### config.mk
export PLATFORM = sky130hd
export DESIGN_NAME = byte_difference_shift_xor_hash_core
export DESIGN_NICKNAME = d
export VERILOG_FILES = /design/src/hdl/bdsxh_pkg.sv /design/src/hdl/bdsxh_front.sv /design/src/hdl/bdsxh_queue.sv /design/src/hdl/bdsxh_back.sv /design/src/hdl/byte_difference_shift_xor_hash_core.sv
export SDC_FILE = /design/constraint.sdc
export NUM_CORES = 1
export LEC_CHECK = 0
export BUFFER_PORTS_ARGS = -buffer_cell sky130_fd_sc_hd__buf_2
export CAP_MARGIN = 20
export CORE_UTILIZATION = 49
export DETAILED_ROUTE_END_ITERATION = 8
export PLACE_DENSITY_LB_ADDON = 0.05
export SLEW_MARGIN = 20
export SYNTH_ARGS = -nofsm -noshare
export SYNTH_HDL_FRONTEND = slang
export SYNTH_SLANG_ARGS = --single-unit
export TNS_END_PERCENT = 5
### constraint.sdc
create_clock -name clk -period 2.65 [get_ports clk]
set_input_delay 0.265 -clock clk [delete_from_list [all_inputs] [get_ports clk]]
set_output_delay 0.265 -clock clk [all_outputs]
set_load 0.02 [all_outputs]
### src/hdl/bdsxh_pkg.sv
// Package with the types, constants and helper functions of the hash core.
package bdsxh_pkg;

    typedef logic [31:0] word_t;
    typedef logic [7:0]  byte_t;

    localparam int    QUEUE_DEPTH_DEF = 4;
    localparam byte_t MAP_LOW_LIMIT   = 8'd32;
    localparam byte_t MAP_INVERT      = 8'd255;
    localparam word_t RESET_BUCKETS   = 32'd8209;

    // Item pushed from the front end into the queue.
    typedef struct packed {
        logic  valid;
        word_t acc;
    } hq_push_t;

    // Fill status of the queue.
    typedef struct packed {
        logic full;
        logic empty;
    } hq_status_t;

    function automatic byte_t remap_byte(input byte_t b);
        if (b < MAP_LOW_LIMIT)
        begin
            return MAP_INVERT - b;
        end
        return b - MAP_LOW_LIMIT;
    endfunction

    // A word modulo 255: 256 is congruent to 1, so the bytes are summed and folded.
    function automatic byte_t mod255(input word_t w);
        logic [9:0] sum;
        logic [8:0] fold;
        sum  = {2'b00, w[7:0]} + {2'b00, w[15:8]} + {2'b00, w[23:16]} + {2'b00, w[31:24]};
        fold = {1'b0, sum[7:0]} + {7'd0, sum[9:8]};
        if (fold >= 9'd255)
        begin
            fold = fold - 9'd255;
        end
        return fold[7:0];
    endfunction

endpackage

### src/hdl/bdsxh_front.sv
// Front end: accepts bytes, folds them into the accumulator and queues finished hashes.
module bdsxh_front
(
    input  logic                   clk,
    input  logic                   rst_n,
    input  logic                   cfg_we,
    input  bdsxh_pkg::word_t       cfg_wdata,
    input  logic                   s_valid,
    output logic                   s_ready,
    input  bdsxh_pkg::byte_t       s_byte,
    input  bdsxh_pkg::hq_status_t  q_status,
    output bdsxh_pkg::hq_push_t    q_push,
    output bdsxh_pkg::word_t       modulus
);
    import bdsxh_pkg::*;

    word_t buckets_reg;
    byte_t seed_prev_reg;
    word_t acc_reg;
    word_t acc_next;
    byte_t prev_reg;
    byte_t prev_next;
    byte_t cur;
    byte_t diff;
    logic  accept;

    assign s_ready = !q_status.full;
    assign accept  = s_valid && s_ready;
    assign modulus = buckets_reg;

    assign q_push.valid = accept && (s_byte == 8'd0);
    assign q_push.acc   = acc_reg;

    always_comb
    begin
        cur  = remap_byte(s_byte);
        diff = (prev_reg < cur) ? (cur - prev_reg) : (prev_reg - cur);
        acc_next  = acc_reg;
        prev_next = prev_reg;
        if (accept)
        begin
            if (s_byte == 8'd0)
            begin
                acc_next  = buckets_reg - 32'd1;
                prev_next = seed_prev_reg;
            end
            else
            begin
                acc_next  = {acc_reg[28:0], 3'b000} ^ {24'd0, diff};
                prev_next = cur;
            end
        end
    end

    always_ff @(posedge clk or negedge rst_n)
    begin
        if (!rst_n)
        begin
            buckets_reg   <= RESET_BUCKETS;
            seed_prev_reg <= mod255(RESET_BUCKETS);
            acc_reg       <= RESET_BUCKETS - 32'd1;
            prev_reg      <= mod255(RESET_BUCKETS);
        end
        else if (cfg_we)
        begin
            // A register write abandons any string in progress and reseeds.
            buckets_reg   <= cfg_wdata;
            seed_prev_reg <= mod255(cfg_wdata);
            acc_reg       <= cfg_wdata - 32'd1;
            prev_reg      <= mod255(cfg_wdata);
        end
        else
        begin
            acc_reg  <= acc_next;
            prev_reg <= prev_next;
        end
    end

endmodule

### src/hdl/bdsxh_queue.sv
// Short queue of finished accumulator values between front end and back end.
module bdsxh_queue
#(
    parameter int DEPTH = bdsxh_pkg::QUEUE_DEPTH_DEF
)
(
    input  logic                   clk,
    input  logic                   rst_n,
    input  bdsxh_pkg::hq_push_t    push,
    input  logic                   pop,
    output bdsxh_pkg::word_t       head,
    output bdsxh_pkg::hq_status_t  status
);
    import bdsxh_pkg::*;

    localparam int PW = (DEPTH > 1) ? $clog2(DEPTH) : 1;
    localparam int CW = $clog2(DEPTH + 1);

    word_t           mem [DEPTH];
    logic [PW-1:0]   wr_ptr_reg;
    logic [PW-1:0]   rd_ptr_reg;
    logic [CW-1:0]   count_reg;
    logic            do_push;
    logic            do_pop;

    assign status.full  = (count_reg == CW'(DEPTH));
    assign status.empty = (count_reg == '0);
    assign do_push      = push.valid && !status.full;
    assign do_pop       = pop && !status.empty;
    assign head         = mem[rd_ptr_reg];

    always_ff @(posedge clk)
    begin
        if (do_push)
        begin
            mem[wr_ptr_reg] <= push.acc;
        end
    end

    always_ff @(posedge clk or negedge rst_n)
    begin
        if (!rst_n)
        begin
            wr_ptr_reg <= '0;
            rd_ptr_reg <= '0;
            count_reg  <= '0;
        end
        else
        begin
            if (do_push)
            begin
                wr_ptr_reg <= (wr_ptr_reg == PW'(DEPTH - 1)) ? '0 : wr_ptr_reg + 1'b1;
            end
            if (do_pop)
            begin
                rd_ptr_reg <= (rd_ptr_reg == PW'(DEPTH - 1)) ? '0 : rd_ptr_reg + 1'b1;
            end
            if (do_push && !do_pop)
            begin
                count_reg <= count_reg + 1'b1;
            end
            else if (do_pop && !do_push)
            begin
                count_reg <= count_reg - 1'b1;
            end
        end
    end

endmodule

### src/hdl/bdsxh_back.sv
// Back end: bit-serial restoring reduction of the accumulator and the output register.
module bdsxh_back
(
    input  logic                   clk,
    input  logic                   rst_n,
    input  bdsxh_pkg::hq_status_t  q_status,
    input  bdsxh_pkg::word_t       q_head,
    output logic                   q_pop,
    input  bdsxh_pkg::word_t       modulus,
    output logic                   m_valid,
    input  logic                   m_ready,
    output bdsxh_pkg::word_t       m_data
);
    import bdsxh_pkg::*;

    localparam logic [1:0] ST_IDLE = 2'd0;
    localparam logic [1:0] ST_DIV  = 2'd1;
    localparam logic [1:0] ST_DONE = 2'd2;

    logic [1:0]  state_reg;
    logic [4:0]  cnt_reg;
    word_t       dvd_reg;
    word_t       rem_reg;
    word_t       rem_next;
    logic [32:0] trial;
    logic        out_valid_reg;
    word_t       out_data_reg;
    logic        load_out;

    assign q_pop    = (state_reg == ST_IDLE) && !q_status.empty;
    assign load_out = (state_reg == ST_DONE) && (!out_valid_reg || m_ready);
    assign m_valid  = out_valid_reg;
    assign m_data   = out_data_reg;

    // A zero modulus subtracts only zero, so the remainder ends as the raw accumulator.
    always_comb
    begin
        trial = {rem_reg, dvd_reg[31]};
        if (trial >= {1'b0, modulus})
        begin
            trial = trial - {1'b0, modulus};
        end
        rem_next = trial[31:0];
    end

    always_ff @(posedge clk)
    begin
        if (q_pop)
        begin
            dvd_reg <= q_head;
            rem_reg <= '0;
        end
        else if (state_reg == ST_DIV)
        begin
            dvd_reg <= {dvd_reg[30:0], 1'b0};
            rem_reg <= rem_next;
        end
        if (load_out)
        begin
            out_data_reg <= rem_reg;
        end
    end

    always_ff @(posedge clk or negedge rst_n)
    begin
        if (!rst_n)
        begin
            state_reg     <= ST_IDLE;
            cnt_reg       <= '0;
            out_valid_reg <= 1'b0;
        end
        else
        begin
            unique case (state_reg)
                ST_IDLE:
                begin
                    if (q_pop)
                    begin
                        cnt_reg   <= '0;
                        state_reg <= ST_DIV;
                    end
                end
                ST_DIV:
                begin
                    cnt_reg <= cnt_reg + 1'b1;
                    if (cnt_reg == 5'd31)
                    begin
                        state_reg <= ST_DONE;
                    end
                end
                ST_DONE:
                begin
                    if (load_out)
                    begin
                        state_reg <= ST_IDLE;
                    end
                end
                default:
                begin
                    state_reg <= ST_IDLE;
                end
            endcase

            if (load_out)
            begin
                out_valid_reg <= 1'b1;
            end
            else if (m_ready)
            begin
                out_valid_reg <= 1'b0;
            end
        end
    end

endmodule

### src/hdl/byte_difference_shift_xor_hash_core.sv
// Path: a terminating zero byte pushes the accumulator into the queue; the idle back end pops it,
// reduces it in ST_DIV and loads the output register in ST_DONE, which raises m_axis_tvalid.
// Throughput: one byte per cycle; the back end reduces one hash at a time with a
// one-bit-per-cycle restoring divider, and the front end stalls only when the queue fills.
// Reset: asynchronous active low; bucket count returns to 8209, seeds reload, queue empties.
// Top level of the byte-difference shift-xor hash core.
module byte_difference_shift_xor_hash_core
#(
    parameter int QUEUE_DEPTH = bdsxh_pkg::QUEUE_DEPTH_DEF
)
(
    input  logic              clk,
    input  logic              rst_n,
    input  logic              cfg_we,
    input  bdsxh_pkg::word_t  cfg_wdata,
    input  logic              s_axis_tvalid,
    output logic              s_axis_tready,
    input  logic [7:0]        s_axis_tdata,   // [7:0] text_byte
    output logic              m_axis_tvalid,
    input  logic              m_axis_tready,
    output logic [31:0]       m_axis_tdata    // [31:0] bucket_index
);
    import bdsxh_pkg::*;

    hq_push_t   q_push;
    hq_status_t q_status;
    word_t      q_head;
    logic       q_pop;
    word_t      modulus;

    bdsxh_front u_front
    (
        .clk       (clk),
        .rst_n     (rst_n),
        .cfg_we    (cfg_we),
        .cfg_wdata (cfg_wdata),
        .s_valid   (s_axis_tvalid),
        .s_ready   (s_axis_tready),
        .s_byte    (s_axis_tdata),
        .q_status  (q_status),
        .q_push    (q_push),
        .modulus   (modulus)
    );

    bdsxh_queue #(.DEPTH(QUEUE_DEPTH)) u_queue
    (
        .clk    (clk),
        .rst_n  (rst_n),
        .push   (q_push),
        .pop    (q_pop),
        .head   (q_head),
        .status (q_status)
    );

    bdsxh_back u_back
    (
        .clk      (clk),
        .rst_n    (rst_n),
        .q_status (q_status),
        .q_head   (q_head),
        .q_pop    (q_pop),
        .modulus  (modulus),
        .m_valid  (m_axis_tvalid),
        .m_ready  (m_axis_tready),
        .m_data   (m_axis_tdata)
    );

endmodule

=== Yosys cells after proc, flatten, opt, wreduce, memory -nomap -nowiden ===
Memory sizes are Yosys's and may differ from the RTL's.
Cells that the tools add are included.

* Register bits: 191
* Latch bits: 0
* Memory bits (writable): 128
* Memory bits (read-only): 0
* Output and inout bits: 34
* Logic and storage cells: 97
* Memories: 1

{| class="wikitable"
|+ Memories
! name !! depth !! bits a word !! read ports !! clocked after memory_dff !! write ports !! line !! RTL
|-
| u_queue.mem || 4 || 32 || 1 || 0 || 1 || bdsxh_queue.sv:19 || <nowiki>word_t mem [DEPTH];</nowiki>
|}

* $add $sub $neg: 17
* Multipliers: 0
* Divide/modulo/power cells: 0
* $lt $le $gt $ge: 4
* Equal/unequal tests: 9
* Shifts and indexed selects: 0
* Mux-type cells: 28
* Bitwise logic cells: 1
* Reduce and logical (&&, ||, !) cells: 24

{| class="wikitable"
|+ Operator list
! cell !! count
|-
| 32-bit 2-to-1 mux || 6
|-
| 32-bit by 1-bit subtractor with 32-bit output, second input constant || 2
|-
| 8-bit 2-to-1 mux || 7
|-
| 33-bit by 32-bit greater-or-equal comparator with 1-bit output || 1
|-
| 32-bit subtractor || 1
|-
| 32-bit by 8-bit XOR with 32-bit output || 1
|-
| 10-bit by 8-bit adder with 10-bit output || 2
|-
| 8-bit subtractor || 2
|-
| 2-bit 2-to-1 mux || 5
|-
| 5-bit one-hot mux with 2 select lines || 1
|-
| 2-bit nonzero test || 5
|-
| 8-bit by 2-bit adder with 9-bit output || 1
|-
| 8-bit by 8-bit adder with 9-bit output || 1
|-
| 9-bit by 8-bit greater-or-equal comparator with 1-bit output, second input constant || 1
|-
| 1-bit logical AND || 8
|-
| 8-bit zero test || 1
|-
| 8-bit by 6-bit less-than comparator with 1-bit output, second input constant || 1
|-
| 8-bit less-than comparator || 1
|-
| 8-bit by 6-bit subtractor with 8-bit output, second input constant || 1
|-
| 8-bit subtractor, first input constant || 1
|-
| 8-bit subtractor, second input constant || 1
|-
| 2-bit equality test, second input constant || 3
|-
| 3-bit 2-to-1 mux || 2
|-
| 2-bit one-hot mux with 3 select lines || 1
|-
| other kinds (17) || 27
|}

=== Depth between registers and ports, before layout ===
* Word-level depth: 9
* Depth in mapped cells: 24
* Depth with buffers taken out: 24

=== Cells and area by module ===
A second synthesis with hierarchy kept.

* Cells, all modules: 1,600
* Area total of the unflattened synthesis: 17,705.7 um2

{| class="wikitable"
|+ Modules (own cells, without submodules)
! module !! instances !! cells each !! area an instance (um2)
|-
| bdsxh_front || 1 || 774 || 6,819.0
|-
| bdsxh_back || 1 || 621 || 5,830.6
|-
| bdsxh_queue || 1 || 205 || 5,056.1
|}

=== Least setup slack after synthesis ===
Ideal clock, no wire load.

* Kind: in2reg
* Start: input port cfg_wdata[0]
* End: register u_front.prev_reg[0]
* Library setup time: 0.077 ns
* Data arrival time: 4.599 ns
* Data required time: 2.573 ns
* Slack: -2.026 ns
* Cell stages on the path: 21
* Path buffers: 0
* Cells stage by stage: ha_1 > fa_1 > inv_1 > fa_1 > inv_1 > ha_1 > fa_1 > a21o_1 > a21oi_1 > o21ai_0 > a21oi_1 > o21bai_1 > ha_1 > a21o_1 > nand3_1 > inv_1 > nor4_1 > nand3_1 > a31oi_1 > mux2_1 > o21a_1

* Word-level cells in the longest chain between the ends: 7
* Elaborated cells on any way between the ends: 8
* Those cells by class: add/sub (5); order compare (1); mux (2)

{| class="wikitable"
|+ RTL lines
! item !! line !! RTL
|-
| from (decl) || byte_difference_shift_xor_hash_core.sv:15 || <nowiki>input bdsxh_pkg::word_t cfg_wdata,</nowiki>
|-
| 8-bit by 8-bit adder with 9-bit output (*) || bdsxh_pkg.sv:36 || <nowiki>sum = {2'b00, w[7:0]} + {2'b00, w[15:8]} + {2'b00, w[23:16]} + {2'b00, w[31:24]};</nowiki>
|-
| 10-bit by 8-bit adder with 10-bit output (*) (2 in series) || bdsxh_pkg.sv:36 ||
|-
| 8-bit by 2-bit adder with 9-bit output (*) || bdsxh_pkg.sv:37 || <nowiki>fold = {1'b0, sum[7:0]} + {7'd0, sum[9:8]};</nowiki>
|-
| 8-bit subtractor / 9-bit by 8-bit greater-or-equal comparator with 1-bit output (equally long branches) || bdsxh_pkg.sv:40, bdsxh_pkg.sv:38 ||
|-
| 8-bit 2-to-1 mux (*) || bdsxh_pkg.sv:38 || <nowiki>if (fold >= 9'd255)</nowiki>
|-
| 8-bit 2-to-1 mux (*) || bdsxh_front.sv:64 || <nowiki>else if (cfg_we)</nowiki>
|-
| to (signal assigned) || bdsxh_front.sv:62 || <nowiki>prev_reg <= mod255(RESET_BUCKETS);</nowiki>
|-
| to (signal assigned) || bdsxh_front.sv:70 || <nowiki>prev_reg <= mod255(cfg_wdata);</nowiki>
|-
| to (signal assigned) || bdsxh_front.sv:75 || <nowiki>prev_reg <= prev_next;</nowiki>
|-
| to (decl) || bdsxh_front.sv:21 || <nowiki>byte_t prev_reg;</nowiki>
|}

Every way passes the cells marked *; elsewhere a longest branch is shown, timed or not.
A chain may end at the register's enable or synchronous reset.

=== Final worst setup path ===
* Start: input port cfg_wdata[1]
* End: register u_front.prev_reg[1]

The elaborated chain is that of the path after synthesis.

==> flow_summary.rst <==
.. list-table::
   :header-rows: 1

   * - Metric
     - Value
   * - Net total in the final layout
     - 2013
   * - Total chip power
     - 24.53 mW
   * - Proportion of power drawn by combinational gates
     - 48.1%
   * - Synthesized area per cell
     - 11.24 µm²
   * - Total congestion overflow after global routing
     - 0
   * - Clk network pwr share
     - 21.7%
   * - Initial antenna violation count
     - 0
   * - Synthesized-area fraction occupied by xor and xnor cells
     - 5.782%
   * - Crit-path most repeated cell
     - sky130_fd_sc_hd__a21oi_2
   * - Total routing usage reported by global routing
     - 25.82%
   * - Proportion of netlist area held by the largest area contributor
     - 33.39%
   * - Worst setup slack for register-to-register paths
     - -300 ps
   * - Largest fanout on the critical path
     - 3
   * - CTS Root Buffer Type
     - sky130_fd_sc_hd__clkbuf_16
   * - Largest family of logic cells by synthesized area
     - compound AO/OA/AOI/OAI gates
   * - Leading register cell type out of synthesis
     - sky130_fd_sc_hd__edfxtp_1
   * - MaxCap Viol Count
     - 0
   * - Classification of the worst setup path
     - input pin to flip-flop
   * - Number of H-tree branching levels
     - 2
   * - Pins over their slew limit
     - 0
   * - Drt first-iter violations
     - 749
   * - # clock sinks
     - 319
   * - Post-Synth Adder-Cell Area
     - 7.318%
   * - Int Pwr
     - 15.83 mW
   * - IO Count
     - between 70 and 80
   * - Crit path arrival time
     - around 4800 ps
   * - Total of endpoints with negative setup slack in the final report
     - between 40 and 50
   * - Final cell utilization of the core
     - about 64%
   * - Clock buffer depth
     - 3
   * - Router iterations before antenna repair
     - 5
   * - NetSw
     - 8.700 mW
   * - Height of the die
     - 189.7 µm
   * - Number of vias per cell
     - between 5 and 6
   * - Routed via count
     - 12970
   * - Unrepaired setup endpoints after global routing
     - true
   * - Clock tree from TritonCTS
     - yes
   * - Detailed-route wire length
     - 45010 µm
   * - Core region area
     - 34630 µm²
   * - Mux cell area share after synthesis
     - 7.086%
   * - Async set-reset flop share out of synthesis
     - between 20% and 30%
   * - Delay of the slowest cell on the worst path
     - 480 ps
   * - Post-detailed-route DRC marker count
     - 0
   * - TritonCTS Buffers
     - 38
   * - Net count of the mapped netlist
     - 1673
   * - Total number of placement rows
     - between 60 and 70
   * - Clock transition at the registers of the reported paths
     - 60 ps
   * - Clk_lat worst skew
     - 550 ps
   * - Final Hold Violating Endpoints
     - 0
   * - Period utilisation layout
     - 167.2%
   * - Area taken by multi-input logic gates
     - roughly 8400 µm²
   * - Sequential power share
     - roughly 30%
   * - Type of element capturing the critical path
     - flip-flop
   * - Maximum number of pins on one net before global-route repair
     - 69
   * - First-pass GRT wire length
     - roughly 71000 µm
   * - Initial core utilization
     - 49.87%
   * - Proportion of layout cells with a drive suffix above 1
     - 33.18%
   * - Synth area leaders
     - sky130_fd_sc_hd__edfxtp_1 33%, sky130_fd_sc_hd__dfrtp_1 12%, sky130_fd_sc_hd__ha_1 5.6%
   * - Detail-routed net length per standard cell
     - 19.07 µm
   * - Count of antenna-violating nets left after detailed routing
     - 0
   * - Placer Congestion
     - 0.9089
   * - Worst-margin pin slew
     - 679.6 ps
   * - Basic-gate share of the synthesized area counting and, or, nand and nor cells
     - 10.80%
   * - Leakage power
     - 9.049 nW
   * - Signed area change from the synthesized netlist to the final layout
     - 28.71%
   * - Violations in the final reports
     - negative setup slack
   * - Switch share
     - 35.46%
   * - Cell at the slowest stage of the critical path
     - sky130_fd_sc_hd__fa_1
   * - Clk_skew
     - approximately 26 ps
   * - Shortest period the worst path allows
     - 4431 ps
   * - Fill cell total of the finished layout
     - 2735
   * - Largest register FFs
     - between 100 and 150
   * - Leading cell types by count after synthesis
     - 192 x sky130_fd_sc_hd__edfxtp_1, 122 x sky130_fd_sc_hd__nand2_1, 110 x sky130_fd_sc_hd__inv_1, 101 x sky130_fd_sc_hd__a21oi_1, 86 x sky130_fd_sc_hd__xnor2_1
   * - Mapped Cells
     - 1536
   * - Library cells used by synthesis
     - 76
   * - Die Width
     - 189.7 µm
   * - Sequential fraction of the synthesis area
     - 50.94%
   * - Die area
     - between 30000 and 40000 µm²
   * - Required arrival time at the worst endpoint
     - between 3000 and 4000 ps
   * - Largest register by flop count
     - u_queue.mem
   * - Sequential cell area
     - 8798 µm²
   * - Number of buffers inserted by port buffering
     - 78
   * - Number of enable-type register cells in the synthesized netlist
     - 192
   * - Path class of the lowest-slack min-delay path
     - input pin to flip-flop
   * - Dpl hpwl
     - 32860 µm
   * - Via count of the first global-routing pass
     - 13050
   * - Pwr per Cell Area
     - 1104 nW/µm²
   * - Register bit total from synthesis
     - 319
   * - Count of synthesis-stage warnings from yosys
     - 0
   * - Diodes inserted
     - 0
   * - CP startpoint kind
     - input pin
   * - Max_slew headroom
     - 54.69%
   * - Result of the run
     - complete, but fails checks
   * - Synthesized area
     - 17270 µm²
   * - Dominant cell by count in the synthesized netlist
     - sky130_fd_sc_hd__edfxtp_1
   * - IR drop worst, VDD
     - approximately 1.0 mV
   * - Highest clock frequency the design can meet
     - about 230 MHz
   * - Worst Setup Slack, final
     - -1781 ps
   * - Cell type with the highest aggregate area in the netlist
     - sky130_fd_sc_hd__edfxtp_1
   * - Compound-Gate Fraction of Synth Area
     - 14.11%
   * - Crit path cell chain
     - buf_2, ha_1, a21o_1, a21oi_2, o21bai_1, a21oi_2, buf_4, xnor2_1, fa_1, inv_1, ha_1, a21oi_2, o21bai_1, a21oi_1, xnor2_1, ha_2, fa_2, xnor2_4, nor4_4, nand3_2, a31oi_4, mux2i_2, a21oi_1
==> worst max-delay path, delay by kind of cell <==
family / cells / cell delay, ps
buffers and inverters: 3 / 300
muxes: 1 / 290
and+or+nand+nor: 2 / 520
xor gates and xnor gates: 3 / 320
adders and majority gates: 5 / 1710
AOI/OAI and AO/OA: 9 / 1430
==> cells in the final DEF (no fill, tap or decap), types with 14 or more instances in the layout <==
master                      synthesis  final
sky130_fd_sc_hd__clkbuf_16          0     39
sky130_fd_sc_hd__a21oi_1          101     85
sky130_fd_sc_hd__buf_2              3     74
sky130_fd_sc_hd__inv_2              0     14
sky130_fd_sc_hd__nand2b_1          16     16
sky130_fd_sc_hd__xnor2_1           86     83
sky130_fd_sc_hd__nor3_1            33     31
sky130_fd_sc_hd__a21o_1            26     26
sky130_fd_sc_hd__nand3_1           28     26
sky130_fd_sc_hd__xor2_1            28     28
sky130_fd_sc_hd__nand2_1          122    118
sky130_fd_sc_hd__o21ai_1           33     33
sky130_fd_sc_hd__nor2_1            80     72
sky130_fd_sc_hd__ha_1              77     61
sky130_fd_sc_hd__inv_1            110     96
sky130_fd_sc_hd__o21ai_0           65     63
sky130_fd_sc_hd__ha_4               0     14
sky130_fd_sc_hd__buf_4              0    275
sky130_fd_sc_hd__mux2_2            33     33
sky130_fd_sc_hd__a211oi_1          56     51
sky130_fd_sc_hd__edfxtp_1         192    192
sky130_fd_sc_hd__a21oi_2            1     14
sky130_fd_sc_hd__mux4_2            32     32
sky130_fd_sc_hd__dfxtp_1           32     32
sky130_fd_sc_hd__buf_12             0     14
sky130_fd_sc_hd__dfrtp_1           84     83
==> final timing paths <==
kind | startpoint | end | depth (start not counted)
setup / recovery | cfg_wdata[1] | u_front.prev_reg[1] | 23
hold / removal | m_axis_tready | u_back.m_valid | 3
setup reg to reg | u_back.dvd_reg[31] | u_back.rem_reg[16] | 13
hold reg to reg | u_back.rem_reg[31] | u_back.m_data[31] | 0
max in group asynchronous | rst_n | u_front.modulus[13] | 3
min in group asynchronous | rst_n | u_back.cnt_reg[0] | 2
==> power by group through the flow <==
| stage | combinational [mW] | sequential (mW) | clock, mW |
|---|---|---|---|
| 2_1_floorplan | 7.01 | 7.20 | 0 |
| 3_3_place_gp | 10.7 | 7.42 | 0 |
| 3_5_place_dp | 10.9 | 7.46 | 0 |
| 4_1_cts | 11.4 | 7.38 | 5.44 |
| 5_1_grt | 13.0 | 7.52 | 5.63 |
| 6_report | 11.8 | 7.41 | 5.33 |
==> per-layer routing <==
| metal | routed length [µm] | global-route usage (%) | share of wire [%] | up-vias |
|---|---|---|---|---|
| li1 | - | - | - | 6305 |
| met5 | 0 | 0 | 0 | - |
| met3 | 2068 | 3.652 | 4.6 | 64 |
| met4 | 974 | 7.196 | 2.2 | 0 |
| met2 | 21280 | 42.05 | 47 | 253 |
| met1 | 20690 | 36.08 | 46 | 6350 |
==> stage by stage <==
| stage | area, µm² | hold slack, ps | std cells | TNS [ps] | setup slack, ps |
|---|---|---|---|---|---|
| 6_report | 22230 | 44.86 | 2360 | -29370 | -1781 |
| 3_5_place_dp | 20350 | 347.0 | 2285 | -47510 | -2297 |
| 5_1_grt | 22230 | 42.25 | 2360 | -39330 | -2054 |
| 3_3_place_gp | 20350 | 346.6 | 2285 | -45080 | -2180 |
| 4_1_cts | 21920 | 10.10 | 2357 | -28300 | -1557 |
| 2_1_floorplan | 17320 | -30.59 | 1536 | -70770 | -1807 |
==> cell families (layout without fill, tap and decap cells) <==
kind of cell	count (synthesis)	after routing
adders and majority gates	92	92
AOI/OAI and AO/OA	384	384
xor gates and xnor gates	114	114
DFF	319	319
and+or+nand+nor	368	368
buffers and inverters	181	550
muxes	78	78
==> area by class of cell <==
cell class	count	area share, %
clock buffer	51	4.729
clock inverter	18	1.025
inverter	112	1.891
multi-input combinational	1036	37.68
sequential	319	39.59
tap	455	2.561
timing repair buffer	369	12.53
==> what timing repair did <==
action | in CTS | in global routing
gates resized for setup | 56 | 53
pin swaps | 23 | 37
setup endpoints to repair | 65 | 68
endpoints found under the hold margin | 43 | 0
buffers inserted | 2 | 3
hold buffers | 1 | 0
(Power assumes the default switching activity.)
